`src/rtl/core/slkv_pkg.sv`:
```
package slkv_pkg;

    localparam int LEAF_ENTRIES = 32;
    localparam int KEY_BITS     = 64;
    localparam int VALUE_BITS   = 64;
    localparam int IDX_W        = $clog2(LEAF_ENTRIES);
    localparam int CNT_W        = $clog2(LEAF_ENTRIES + 1);
    localparam int MAX_OUT      = 32;

    typedef enum logic [1:0] {
        REQ_INSERT = 2'd0,
        REQ_LOOKUP = 2'd1,
        REQ_SCAN   = 2'd2,
        REQ_SPLIT  = 2'd3
    } req_t;

    typedef enum logic [3:0] {
        ST_INSERTED   = 4'd0,
        ST_UPDATED    = 4'd1,
        ST_FULL       = 4'd2,
        ST_FOUND      = 4'd3,
        ST_NOT_FOUND  = 4'd4,
        ST_SCAN_ENTRY = 4'd5,
        ST_SCAN_NONE  = 4'd6,
        ST_SPLIT_ENTRY = 4'd7,
        ST_SPLIT_REFUSED = 4'd8
    } status_t;

    typedef enum logic [3:0] {
        S_IDLE,
        S_PROBE,
        S_PROBE_WAIT,
        S_DECIDE,
        S_SHIFT_RD,
        S_SHIFT_WR,
        S_PLACE,
        S_EMIT_RD,
        S_EMIT,
        S_DONE
    } fsm_t;

    typedef struct packed {
        logic [1:0]  req_type;
        logic [63:0] key;
        logic [63:0] value;
        logic [5:0]  scan_limit;
    } in_item_t;

    typedef struct packed {
        logic [3:0]  status;
        logic [63:0] entry_key;
        logic [63:0] entry_value;
        logic [63:0] separator_key;
        logic [5:0]  entries_now;
        logic        last;
    } out_item_t;

    // memory port request from sequencer
    typedef struct packed {
        logic             rd_en;
        logic [IDX_W-1:0] rd_addr;
        logic             wr_en;
        logic [IDX_W-1:0] wr_addr;
        logic [KEY_BITS-1:0]   wr_key;
        logic [VALUE_BITS-1:0] wr_value;
    } mem_req_t;

endpackage

```
`src/rtl/core/slkv_store.sv`:
```
module slkv_store
    import slkv_pkg::*;
(
    input  logic                  clk,
    input  mem_req_t              req,
    output logic [KEY_BITS-1:0]   rd_key,
    output logic [VALUE_BITS-1:0] rd_value
);

    logic [KEY_BITS-1:0]   keys_mem   [LEAF_ENTRIES];
    logic [VALUE_BITS-1:0] values_mem [LEAF_ENTRIES];

    always_ff @(posedge clk)
    begin
        if (req.wr_en)
        begin
            keys_mem[req.wr_addr]   <= req.wr_key;
            values_mem[req.wr_addr] <= req.wr_value;
        end
        if (req.rd_en)
        begin
            rd_key   <= keys_mem[req.rd_addr];
            rd_value <= values_mem[req.rd_addr];
        end
    end

endmodule

```
`config.mk`:
```
export PLATFORM = sky130hd
export DESIGN_NAME = slkv_store
export DESIGN_NICKNAME = d
export VERILOG_FILES = /design/src/rtl/core/slkv_pkg.sv /design/src/rtl/core/slkv_store.sv
export SDC_FILE = /design/constraint.sdc
export NUM_CORES = 2
export LEC_CHECK = 0
export ABC_CLOCK_PERIOD_IN_PS = 16850
export BUFFER_PORTS_ARGS = -buffer_cell sky130_fd_sc_hd__clkbuf_2
export CELL_PAD_IN_SITES_DETAIL_PLACEMENT = 1
export CELL_PAD_IN_SITES_GLOBAL_PLACEMENT = 2
export CORE_UTILIZATION = 57
export CTS_BUF_LIST = sky130_fd_sc_hd__clkbuf_8
export CTS_CLUSTER_SIZE = 12
export DETAILED_ROUTE_END_ITERATION = 12
export PLACE_DENSITY = 0.88
export SLEW_MARGIN = 5
export SYNTH_ARGS = -nofsm -noshare
export SYNTH_HDL_FRONTEND = slang
export SYNTH_SLANG_ARGS = --single-unit
export TNS_END_PERCENT = 20
```
`constraint.sdc`:
```
create_clock -name clk -period 16.85 [get_ports clk]
set_input_delay 3.37 -clock clk [delete_from_list [all_inputs] [get_ports clk]]
set_output_delay 3.37 -clock clk [all_outputs]
set_load 0.05 [all_outputs]
```
==> results.json <==
{
  "routed_via_density": 7.14,
  "cts-buffers-inserted": 645,
  "cts.path.max_buffers": 4,
  "synth-seq-area-share_pct": 81.0,
  "leakage_nw": 55.0,
  "switching_power_mw": 5.06,
  "first_iter_violations": 13100,
  "vias": 80600,
  "p_per_area_nw_per_um2": 120,
  "yosysMostFrequentCell": "edfxtp_1",
  "grt_pass1_wl_um": 647000,
  "first_global_vias": 84300,
  "timing.rr.start": "keys_mem[30][28]",
  "p_int_mw": 15.8,
  "initial_core_util_pct": 57.3,
  "start_kind": "input pin",
  "yosys.area.top_type_share_pct": 81.0,
  "ant_nets": 0,
  "clk_pin_slew_ns": 0.09,
  "worst-r2r-setup-slack_ns": 14.51,
  "slew_headroom_pct": 5.64,
  "hold_buffers": 0,
  "period_needed_ns": 7.19,
  "row_count": 192,
  "cts_root_buf": "clkbuf_8",
  "worstHoldPathType": "register to register",
  "place_area_um2": 162000,
  "totalPowerFinal_mw": 20.9,
  "cp_data_required_time_ns": 17.90,
  "arrival_ns": 8.24,
  "seqPwrFrac_pct": 56.5,
  "fmax_ghz": 0.139,
  "wl_per_cell_um": 41.5,
  "final-instance-count-excl-fill": 11300,
  "ys_ff_latch": 4224,
  "cts_setup_buffers": 0,
  "finalInstanceArea_um2": 174000,
  "syn_area_per_cell_um2": 24.3,
  "synthTopCellsByArea": "edfxtp_1, mux4_2, o22ai_1, mux2i_1, a22oi_1",
  "drt_pass1_iterations": 5,
  "async_flop_share_pct": 0,
  "tns_ns": 0,
  "reg2reg_depth": 3,
  "pre_cts_slack_ns": 8.59,
  "cp_max_fo": 111,
  "slowest_delay_ns": 0.87,
  "place_congestion": 0.747,
  "hp-start": "keys_mem[30][58]",
  "r2r-end": "rd_key[28]",
  "cts_tree": "yes",
  "syn_nets": 6581,
  "synth_edf_count": 4224,
  "rsz0062_at_grt": "false",
  "dieWidth_um": 526,
  "grtUsageTotal_pct": 33.7,
  "fin_util_pct": 63.6,
  "cts.htree.levels": 6,
  "seq_area_um2": 127000,
  "crit_start": "req[134]",
  "yosys_most_used_dff": "edfxtp_1",
  "clock_sink_count": 4224,
  "finClkSkew_ns": 0.0590,
  "ir_drop_v": 0.0000924,
  "grt_overflow": 0,
  "crit_slowest_cell": "buf_4",
  "yosysTopAreaCell": "edfxtp_1",
  "syn_area_um2": 157000,
  "pwr-share-comb_pct": 5.0,
  "timing.hold.ws_ns": 0.747,
  "hold_viol_final": 0,
  "io_buffers": 268,
  "crit_type": "input pin to register",
  "outcome": "finished clean",
  "routed_wirelength_um": 468000,
  "io_pins": 269,
  "synth_cell_types": 27,
  "clkLatencyLatePin_ns": 1.25,
  "timing.final.crit_share_pct": 42.7,
  "dieHeight_um": 526,
  "dieArea_um2": 277000,
  "fin_nets": 7313,
  "syn_to_final_growth_pct": 11.2,
  "dp_hpwl_um": 212000,
  "worstPathCellList": "buf_12, buf_12, buf_4, buf_4, mux4_2, o22ai_1, nor4_1, buf_4",
  "synthTopCellsByCount": "edfxtp_1, mux4_2, o22ai_1",
  "slew_viol_final": 0,
  "n_fill_cell": 21600,
  "clkPwrFrac_pct": 38.5,
  "setup_slack_ns": 9.66,
  "dp.cells": 10100,
  "worstMarginPinSlew_ns": 1.41,
  "cp_common_cell": "buf_4",
  "cts_resized": 0,
  "drive_above_1_share_pct": 28.8,
  "antenna_found_initial": 52,
  "core_um2": 273000,
  "max_cap_viol_count": 0,
  "hold_depth": 3,
  "cp-end-kind": "register",
  "yosys_warnings": 0,
  "min_to": "rd_key[58]",
  "grt_max_degree": 141,
  "drc": 0,
  "multiInputGateArea_um2": 28100,
  "netSwitchingFraction_pct": 24.2,
  "syn-instance-count": 6440,
  "setup-violations-final": 0
}
## layout by cell type, fill, tap and decap left out, types with 3 or more instances in the layout
cell,instances
clkinv_8,12
clkbuf_2,265
mux2i_1,136
inv_1,211
inv_8,13
nand3b_1,6
inv_12,11
inv_6,7
clkinvlp_4,11
nand3_1,36
nor4_2,3
clkbuf_8,650
edfxtp_1,4224
diode_2,34
clkinv_1,171
nand4_1,17
o22ai_1,444
buf_4,144
mux4_2,956
buf_12,26
a22oi_1,102
nor2_4,33
bufinv_16,8
or3b_2,3
nor4_1,108
clkinv_2,53
## state kept, by name, indices dropped and copies added (netlist names)
register and flops:
rd_key 64, rd_value 64, values_mem 2048, keys_mem 2048
## critical path: cells and delay by family
family,cells,cell delay [ns]
buf+inv,5,3.27
compound gates,1,0.12
simple gates,1,0.70
mux,1,0.41
## worst max-delay path by stage
stage	endpoint	slack, ns
finish	rd_value[7]	9.66
global route	rd_value[7]	9.22
CTS	rd_value[7]	9.71
detailed placement	rd_value[7]	8.59
global placement	rd_value[7]	8.70
floorplan	keys_mem[12][0]	6.88
## final cells by class
cell class              count  area share (%)
multi-input cells        1864            16.1
clock inverters           498            1.50
flip-flops and latches   4224            72.9
diodes                     34          0.0489
repair buffers            437            1.70
well taps                3589            2.58
clock buffers             650            5.14
## logic make-up (layout without fill, tap and decap cells)
logic type | Yosys count | count (layout) | share of synthesized area, %
and+or+nand+nor | 226 | 226 | 0.825
muxes | 1092 | 1092 | 14.6
DFF | 4224 | 4224 | 81.0
other | 0 | 34 | 0
buffers and inverters | 352 | 1585 | 1.26
AOI/OAI and AO/OA | 546 | 546 | 2.26
## metal layers
metal	vias up	share of wire, %	track usage, %	routed length, um
met3	1289	12	7.75	57100
met2	7148	49	54.1	229000
met4	42	5.0	15.9	23200
met5	-	0.061	0	286
met1	42400	34	44.3	159000
li1	29700	-	-	-
## power groups by stage
stage,clock (mW),sequential [mW],combinational [mW]
floorplan,0,12.1,0.512
global placement,0,12.0,0.975
detailed placement,0,12.0,1.02
CTS,8.08,11.8,1.04
global route,8.44,11.8,1.08
finish,8.05,11.8,1.05
No activity file was read; power rests on OpenSTA's default activity.
