<file path="src/rtl/core/slkv_pkg.sv">
package slkv_pkg;

    localparam int LEAF_ENTRIES = 32;
    localparam int KEY_BITS     = 64;
    localparam int VALUE_BITS   = 64;
    localparam int IDX_W        = $clog2(LEAF_ENTRIES);
    localparam int CNT_W        = $clog2(LEAF_ENTRIES + 1);
    localparam int MAX_OUT      = 32;

    typedef enum logic [1:0] {
        REQ_INSERT = 2'd0,
        REQ_LOOKUP = 2'd1,
        REQ_SCAN   = 2'd2,
        REQ_SPLIT  = 2'd3
    } req_t;

    typedef enum logic [3:0] {
        ST_INSERTED   = 4'd0,
        ST_UPDATED    = 4'd1,
        ST_FULL       = 4'd2,
        ST_FOUND      = 4'd3,
        ST_NOT_FOUND  = 4'd4,
        ST_SCAN_ENTRY = 4'd5,
        ST_SCAN_NONE  = 4'd6,
        ST_SPLIT_ENTRY = 4'd7,
        ST_SPLIT_REFUSED = 4'd8
    } status_t;

    typedef enum logic [3:0] {
        S_IDLE,
        S_PROBE,
        S_PROBE_WAIT,
        S_DECIDE,
        S_SHIFT_RD,
        S_SHIFT_WR,
        S_PLACE,
        S_EMIT_RD,
        S_EMIT,
        S_DONE
    } fsm_t;

    typedef struct packed {
        logic [1:0]  req_type;
        logic [63:0] key;
        logic [63:0] value;
        logic [5:0]  scan_limit;
    } in_item_t;

    typedef struct packed {
        logic [3:0]  status;
        logic [63:0] entry_key;
        logic [63:0] entry_value;
        logic [63:0] separator_key;
        logic [5:0]  entries_now;
        logic        last;
    } out_item_t;

    // memory port request from sequencer
    typedef struct packed {
        logic             rd_en;
        logic [IDX_W-1:0] rd_addr;
        logic             wr_en;
        logic [IDX_W-1:0] wr_addr;
        logic [KEY_BITS-1:0]   wr_key;
        logic [VALUE_BITS-1:0] wr_value;
    } mem_req_t;

endpackage

</file>
<file path="src/rtl/core/slkv_seq.sv">
module slkv_seq
    import slkv_pkg::*;
(
    input  logic                  clk,
    input  logic                  rst_n,
    input  logic                  start,
    input  in_item_t              req_in,
    output logic                  busy,
    output mem_req_t              mem,
    input  logic [KEY_BITS-1:0]   rd_key,
    input  logic [VALUE_BITS-1:0] rd_value,
    output logic                  result_valid,
    output out_item_t             result
);

    fsm_t state_reg, state_next;

    logic [1:0]            req_reg;
    logic [KEY_BITS-1:0]   key_reg;
    logic [VALUE_BITS-1:0] value_reg;
    logic [CNT_W-1:0]      limit_reg;
    logic [CNT_W-1:0]      count_reg, count_next;
    logic [CNT_W-1:0]      lo_reg, lo_next;
    logic [CNT_W-1:0]      hi_reg, hi_next;
    logic [CNT_W-1:0]      ptr_reg, ptr_next;
    logic [CNT_W-1:0]      end_reg, end_next;
    logic [KEY_BITS-1:0]   sep_reg, sep_next;
    logic [CNT_W-1:0]      mid;
    logic                  key_lt;
    logic                  key_eq;
    logic                  hit;
    logic [CNT_W-1:0]      avail;
    logic [CNT_W-1:0]      n_out;
    logic [CNT_W-1:0]      keep;
    out_item_t             res_reg, res_next;
    logic                  rv_reg, rv_next;

    assign mid    = lo_reg + ((hi_reg - lo_reg) >> 1);
    assign key_lt = rd_key[KEY_BITS-1:0] < key_reg;
    assign key_eq = rd_key == key_reg;
    assign hit    = (lo_reg < count_reg) && key_eq;
    assign avail  = count_reg - lo_reg;
    assign n_out  = (avail > limit_reg) ? limit_reg : avail;
    assign keep   = count_reg >> 1;
    assign busy   = (state_reg != S_IDLE);
    assign result_valid = rv_reg;
    assign result = res_reg;

    always_ff @(posedge clk or negedge rst_n)
    begin
        if (!rst_n)
        begin
            state_reg <= S_IDLE;
            count_reg <= '0;
            rv_reg    <= 1'b0;
        end
        else
        begin
            state_reg <= state_next;
            count_reg <= count_next;
            rv_reg    <= rv_next;
        end
    end

    always_ff @(posedge clk)
    begin
        if (start && !busy)
        begin
            req_reg   <= req_in.req_type;
            key_reg   <= req_in.key[KEY_BITS-1:0];
            value_reg <= req_in.value[VALUE_BITS-1:0];
            limit_reg <= (req_in.scan_limit > CNT_W'(MAX_OUT)) ? CNT_W'(MAX_OUT)
                                                              : req_in.scan_limit;
        end
        lo_reg  <= lo_next;
        hi_reg  <= hi_next;
        ptr_reg <= ptr_next;
        end_reg <= end_next;
        sep_reg <= sep_next;
        res_reg <= res_next;
    end

    // next state
    always_comb
    begin
        state_next = state_reg;
        case (state_reg)
            S_IDLE:       if (start) state_next = S_PROBE;
            S_PROBE:      state_next = (lo_reg < hi_reg) ? S_PROBE_WAIT : S_DECIDE;
            S_PROBE_WAIT: state_next = S_PROBE;
            S_DECIDE:
            begin
                state_next = S_DONE;
                case (req_reg)
                    REQ_INSERT:
                        if (count_reg < CNT_W'(LEAF_ENTRIES) && !hit && count_reg > lo_reg)
                            state_next = S_SHIFT_RD;
                    REQ_SCAN:
                        if (n_out != '0) state_next = S_EMIT_RD;
                    REQ_SPLIT:
                        if (count_reg >= CNT_W'(2)) state_next = S_EMIT_RD;
                    default: state_next = S_DONE;
                endcase
            end
            S_SHIFT_RD:   state_next = S_SHIFT_WR;
            S_SHIFT_WR:   state_next = (ptr_reg - CNT_W'(1) > lo_reg) ? S_SHIFT_RD : S_PLACE;
            S_PLACE:      state_next = S_DONE;
            S_EMIT_RD:    state_next = S_EMIT;
            S_EMIT:       state_next = (ptr_reg + CNT_W'(1) == end_reg) ? S_IDLE : S_EMIT_RD;
            S_DONE:       state_next = S_IDLE;
            default:      state_next = S_IDLE;
        endcase
    end

    // datapath and outputs
    always_comb
    begin
        lo_next    = lo_reg;
        hi_next    = hi_reg;
        ptr_next   = ptr_reg;
        end_next   = end_reg;
        sep_next   = sep_reg;
        count_next = count_reg;
        res_next   = res_reg;
        rv_next    = 1'b0;
        mem        = '0;
        case (state_reg)
            S_IDLE:
            begin
                lo_next = '0;
                hi_next = count_reg;
            end
            S_PROBE:
            begin
                mem.rd_en   = 1'b1;
                mem.rd_addr = (lo_reg < hi_reg) ? mid[IDX_W-1:0] : lo_reg[IDX_W-1:0];
            end
            S_PROBE_WAIT:
            begin
                if (key_lt) lo_next = mid + CNT_W'(1);
                else        hi_next = mid;
            end
            S_DECIDE:
            begin
                res_next.entry_key     = 64'(key_reg);
                res_next.entry_value   = '0;
                res_next.separator_key = '0;
                res_next.entries_now   = 6'(count_reg);
                res_next.last          = 1'b1;
                ptr_next = count_reg;
                case (req_reg)
                    REQ_INSERT:
                    begin
                        res_next.entry_value = 64'(value_reg);
                        if (count_reg >= CNT_W'(LEAF_ENTRIES))
                            res_next.status = ST_FULL;
                        else if (hit)
                        begin
                            res_next.status = ST_UPDATED;
                            mem.wr_en    = 1'b1;
                            mem.wr_addr  = lo_reg[IDX_W-1:0];
                            mem.wr_key   = key_reg;
                            mem.wr_value = value_reg;
                        end
                        else
                        begin
                            res_next.status = ST_INSERTED;
                            count_next = count_reg + CNT_W'(1);
                            res_next.entries_now = 6'(count_reg + CNT_W'(1));
                            if (count_reg == lo_reg)
                            begin
                                mem.wr_en    = 1'b1;
                                mem.wr_addr  = lo_reg[IDX_W-1:0];
                                mem.wr_key   = key_reg;
                                mem.wr_value = value_reg;
                            end
                        end
                    end
                    REQ_LOOKUP:
                    begin
                        if (hit)
                        begin
                            res_next.status      = ST_FOUND;
                            res_next.entry_value = 64'(rd_value);
                        end
                        else
                            res_next.status = ST_NOT_FOUND;
                    end
                    REQ_SCAN:
                    begin
                        res_next.status = ST_SCAN_NONE;
                        ptr_next = lo_reg;
                        end_next = lo_reg + n_out;
                    end
                    default:
                    begin
                        res_next.status = ST_SPLIT_REFUSED;
                        if (count_reg >= CNT_W'(2))
                        begin
                            ptr_next   = keep - CNT_W'(1);
                            end_next   = count_reg;
                            count_next = keep;
                        end
                    end
                endcase
                // single-result requests go out from S_DONE
            end
            S_SHIFT_RD:
            begin
                mem.rd_en   = 1'b1;
                mem.rd_addr = IDX_W'(ptr_reg - CNT_W'(1));
            end
            S_SHIFT_WR:
            begin
                mem.wr_en    = 1'b1;
                mem.wr_addr  = ptr_reg[IDX_W-1:0];
                mem.wr_key   = rd_key;
                mem.wr_value = rd_value;
                ptr_next     = ptr_reg - CNT_W'(1);
            end
            S_PLACE:
            begin
                // slot lo has been copied up; drop the new entry in
                mem.wr_en    = 1'b1;
                mem.wr_addr  = lo_reg[IDX_W-1:0];
                mem.wr_key   = key_reg;
                mem.wr_value = value_reg;
            end
            S_EMIT_RD:
            begin
                mem.rd_en   = 1'b1;
                mem.rd_addr = ptr_reg[IDX_W-1:0];
            end
            S_EMIT:
            begin
                if (req_reg == REQ_SPLIT && ptr_reg + CNT_W'(1) == count_reg)
                begin
                    // first pass reads the separator slot
                    sep_next = rd_key;
                    ptr_next = ptr_reg + CNT_W'(1);
                end
                else
                begin
                    rv_next = 1'b1;
                    res_next.status = (req_reg == REQ_SPLIT) ? ST_SPLIT_ENTRY
                                                             : ST_SCAN_ENTRY;
                    res_next.entry_key     = 64'(rd_key);
                    res_next.entry_value   = 64'(rd_value);
                    res_next.separator_key = (req_reg == REQ_SPLIT) ? 64'(sep_reg) : '0;
                    res_next.entries_now   = 6'(count_reg);
                    res_next.last          = (ptr_reg + CNT_W'(1) == end_reg);
                    ptr_next = ptr_reg + CNT_W'(1);
                end
            end
            S_DONE:
            begin
                rv_next = 1'b1;
            end
            default: ;
        endcase
    end

endmodule
</file>
<file path="config.mk">
export PLATFORM = sky130hd
export DESIGN_NAME = slkv_seq
export DESIGN_NICKNAME = d
export VERILOG_FILES = /design/src/rtl/core/slkv_pkg.sv /design/src/rtl/core/slkv_seq.sv
export SDC_FILE = /design/constraint.sdc
export NUM_CORES = 1
export LEC_CHECK = 0
export BUFFER_PORTS_ARGS = -buffer_cell sky130_fd_sc_hd__buf_2
export CAP_MARGIN = 20
export CORE_ASPECT_RATIO = 0.5
export CORE_MARGIN = 2
export CORE_UTILIZATION = 45
export CTS_BUF_LIST = sky130_fd_sc_hd__clkbuf_4 sky130_fd_sc_hd__clkbuf_8
export CTS_CLUSTER_SIZE = 25
export DETAILED_ROUTE_END_ITERATION = 12
export PLACE_DENSITY = 0.79
export SLEW_MARGIN = 20
export SYNTH_ARGS = -nofsm -noshare
export SYNTH_HDL_FRONTEND = slang
export SYNTH_SLANG_ARGS = --single-unit
</file>
<file path="constraint.sdc">
create_clock -name clk -period 9.7 [get_ports clk]
set_input_delay 0.97 -clock clk [delete_from_list [all_inputs] [get_ports clk]]
set_output_delay 0.97 -clock clk [all_outputs]
set_load 0.02 [all_outputs]
</file>
==> impl_results.md <==
* Max Clock Skew at 26.8 ps
* Largest stage delay on the critical path at 610 ps
* Post-Syn Area at 22,100 um^2
* Util after Layout at 55.5%
* Clock Pin Slew Worst Setup and Hold Paths at 70 ps
* Post-CTS Hold Fix Bufs at 0
* Yosys top cell by area: edfxtp_1
* Worst slew pin tran at 1080 ps
* Yosys warns at 0
* Slew Viols, Final at 0
* CP required at 8730 ps
* Number of global-route vias before repair at 17,000
* Final min period at 6080 ps
* NumNets Final at 2,781
* Synth top area share at 58.0%
* Max reg flops at 203
* Largest net degree at the start of global routing at 142
* Register area share after synthesis at 59.3%
* # H-tree levels at 2
* R2r setup slk at 4440 ps
* Initial antenna violation count at 21
* Top Ports at 612
* First-pass DRT Iterations at 5
* Placed cell count at 2,986
* Gr usage total at 30.9%
* Vias/cell at 5.85
* Setup ws final at 3620 ps
* DRC Markers at 0
* Power per cell area at 316 nW/um^2
* CP Capture Type: output pin
* Worst-Skew Late Latency at 670 ps
* Post-synth EDFFs at 427
* Post-route ant nets at 0
* Commonest non-fill, non-tap cell in the layout: buf_2
* Setup violations, final at 0
* Post-synth top flop: edfxtp_1
* Layout cells sized above 1 at 33.5%
* Total negative slack at 0 ps
* Worst hold slack at 182 ps
* Gr ovfl total at 0
* CTS tree: done
* Core Region at 48,500 um^2
* Non-Filler Instances at 3,113
* Hpwl dp at 60,800 um
* Area growth, synth to finish at 21.7%
* Crit-path max FO at 53
* R2r worst-path depth at 19
* Asr flop ratio synth at 2.51%
* Die height at 161 um
* Relative slew slack at 27.9%
* Vias at 18,200
* Die width at 317 um
* Post-DP Area at 25,600 um^2
* Most frequent cells in the layout: 611 x buf_2, 427 x edfxtp_1, 166 x inv_1, 165 x o21ai_0, 143 x a22oi_1
* Pleak at 11.4 nW
* Reg2Reg Launch Point: count_reg[0]$_DFFE_PN0P_
* Max-cap viol count at 0
* Post-layout instance area at 26,900 um^2
* Final worst-path cycle share at 62.7%
* Post-place setup slack at 4090 ps
* Worst endpoint data arrival time at 5110 ps
* Root buffer cell: clkbuf_8
* Post-CTS setup buffers at 0
* Die area at 51,000 um^2
* FP Rows at 57
* Syn nets at 2,198
* Critical path cell sequence: inv_1 -> ha_1 -> inv_1 -> fa_1 -> a211oi_2 -> nor3b_2 -> o21bai_2 -> nor3_4 -> o2111ai_4 -> buf_4 -> buf_4 -> o21ai_0 -> buf_2
* Max Root-Sink Buffers at 3
* CP max-delay cell: buf_4
* Crit Path Class: flop to output pin
* Hold crit path type: input port to async pin
* First-pass GRT wire length at 116,000 um
* Fmax at 165 MHz
* # clock sinks at 438
* Routability congestion estimate at 1.01
* Port Buffer Count at 611
* Final hold violations at 0
* Unique masters post-synth at 75
* Status: finished, final reports clean
* Routed length per placed instance at 26.4 um
* Starting DRT DRC Count at 2,316
* Initial Utilization at 45.6%
* Post-CTS sizing at 0
* Syn Area/Cell at 12.2 um^2
* CTS Buf Count at 61
* Synth Instances at 1,817
* Worst VDD drop at 0.190 mV
* Total power at 8.49 mW
* R2R Path End: end_reg[5]$_DFFE_PP_
* Synth Register Bits at 438
* RSZ-0062 raised after global routing: no
* CP startpoint kind: flop
* Ranking of synthesized cells by area: edfxtp_1 58%, ha_1 6.2%, a22oi_1 4.9%
* Wirelength, routed at 82,200 um
==> worst max-delay path by stage <==
| stage | slack (ps) | start | end | cells after the start |
|---|---|---|---|---|
| floorplan | 3030 | ptr_reg[0]$_DFFE_PP_ | result[0]$_SDFFCE_PN1P_ | 8 |
| global placement | 4150 | rd_key[27] | mem[17] | 11 |
| detailed placement | 4090 | rd_key[27] | mem[48] | 11 |
| CTS | 3700 | count_reg[0]$_DFFE_PN0P_ | mem[48] | 13 |
| global route | 3410 | count_reg[0]$_DFFE_PN0P_ | mem[30] | 13 |
| finish | 3620 | count_reg[0]$_DFFE_PN0P_ | mem[40] | 13 |
==> worst max-delay path, delay by kind of cell, from the launching register on <==
kind / cells / cell delay [ps]
adder cells (fa/ha/maj): 2 / 640
buffers and inverters: 5 / 1780
flip-flops: 1 / 520
AND/OR/NAND/NOR: 2 / 320
AO/OA/AOI/OAI: 4 / 1110
==> synth_stat cells (47+ instances only) <==
cell type / instances
edfxtp_1: 427
inv_1: 166
o21ai_0: 165
a22oi_1: 143
nand2_1: 117
ha_1: 110
clkbuf_1: 81
and3_1: 72
a22o_1: 65
o21ai_2: 60
a21oi_1: 48
nor2_1: 47
==> per-layer routing <==
metal | part of all wire, % | wire length [um] | vias up | global-route usage [%]
li1 | - | - | 8067 | -
met1 | 39 | 31800 | 8784 | 40.2
met2 | 46 | 37800 | 1077 | 48.5
met3 | 8.9 | 7320 | 268 | 6.63
met4 | 6.3 | 5160 | 12 | 17.5
met5 | 0.093 | 76 | - | 0
==> where the power goes <==
group | switching, mW | internal, mW | total (mW)
combinational | 2.60 | 1.37 | 3.97
clock | 0.751 | 0.749 | 1.50
sequential | 0.294 | 2.72 | 3.02
total | 3.65 | 4.85 | 8.49
==> logic make-up (layout without fill, tap and decap cells) <==
group           after synthesis  count (layout)  share of synthesized area, %
other cells                   0              14                             0
xor+xnor                     43              43                          1.70
flops                       438             438                          59.3
buf+inv                     278             911                          5.31
simple gates                359             359                          8.38
fa+ha+maj                   114             114                          6.59
compound gates              565             565                          17.8
mux                          20              20                         0.979
==> cell type report <==
cell class	instances	area (um^2)
flip-flops and latches	438	13100
inverters	167	627
clock buffers	80	995
multi-input cells	1101	7880
repair buffers	631	3220
well taps	649	812
fillers	4153	21600
diodes	14	35.0
clock inverters	33	226
No activity file was read; power rests on OpenSTA's default activity.
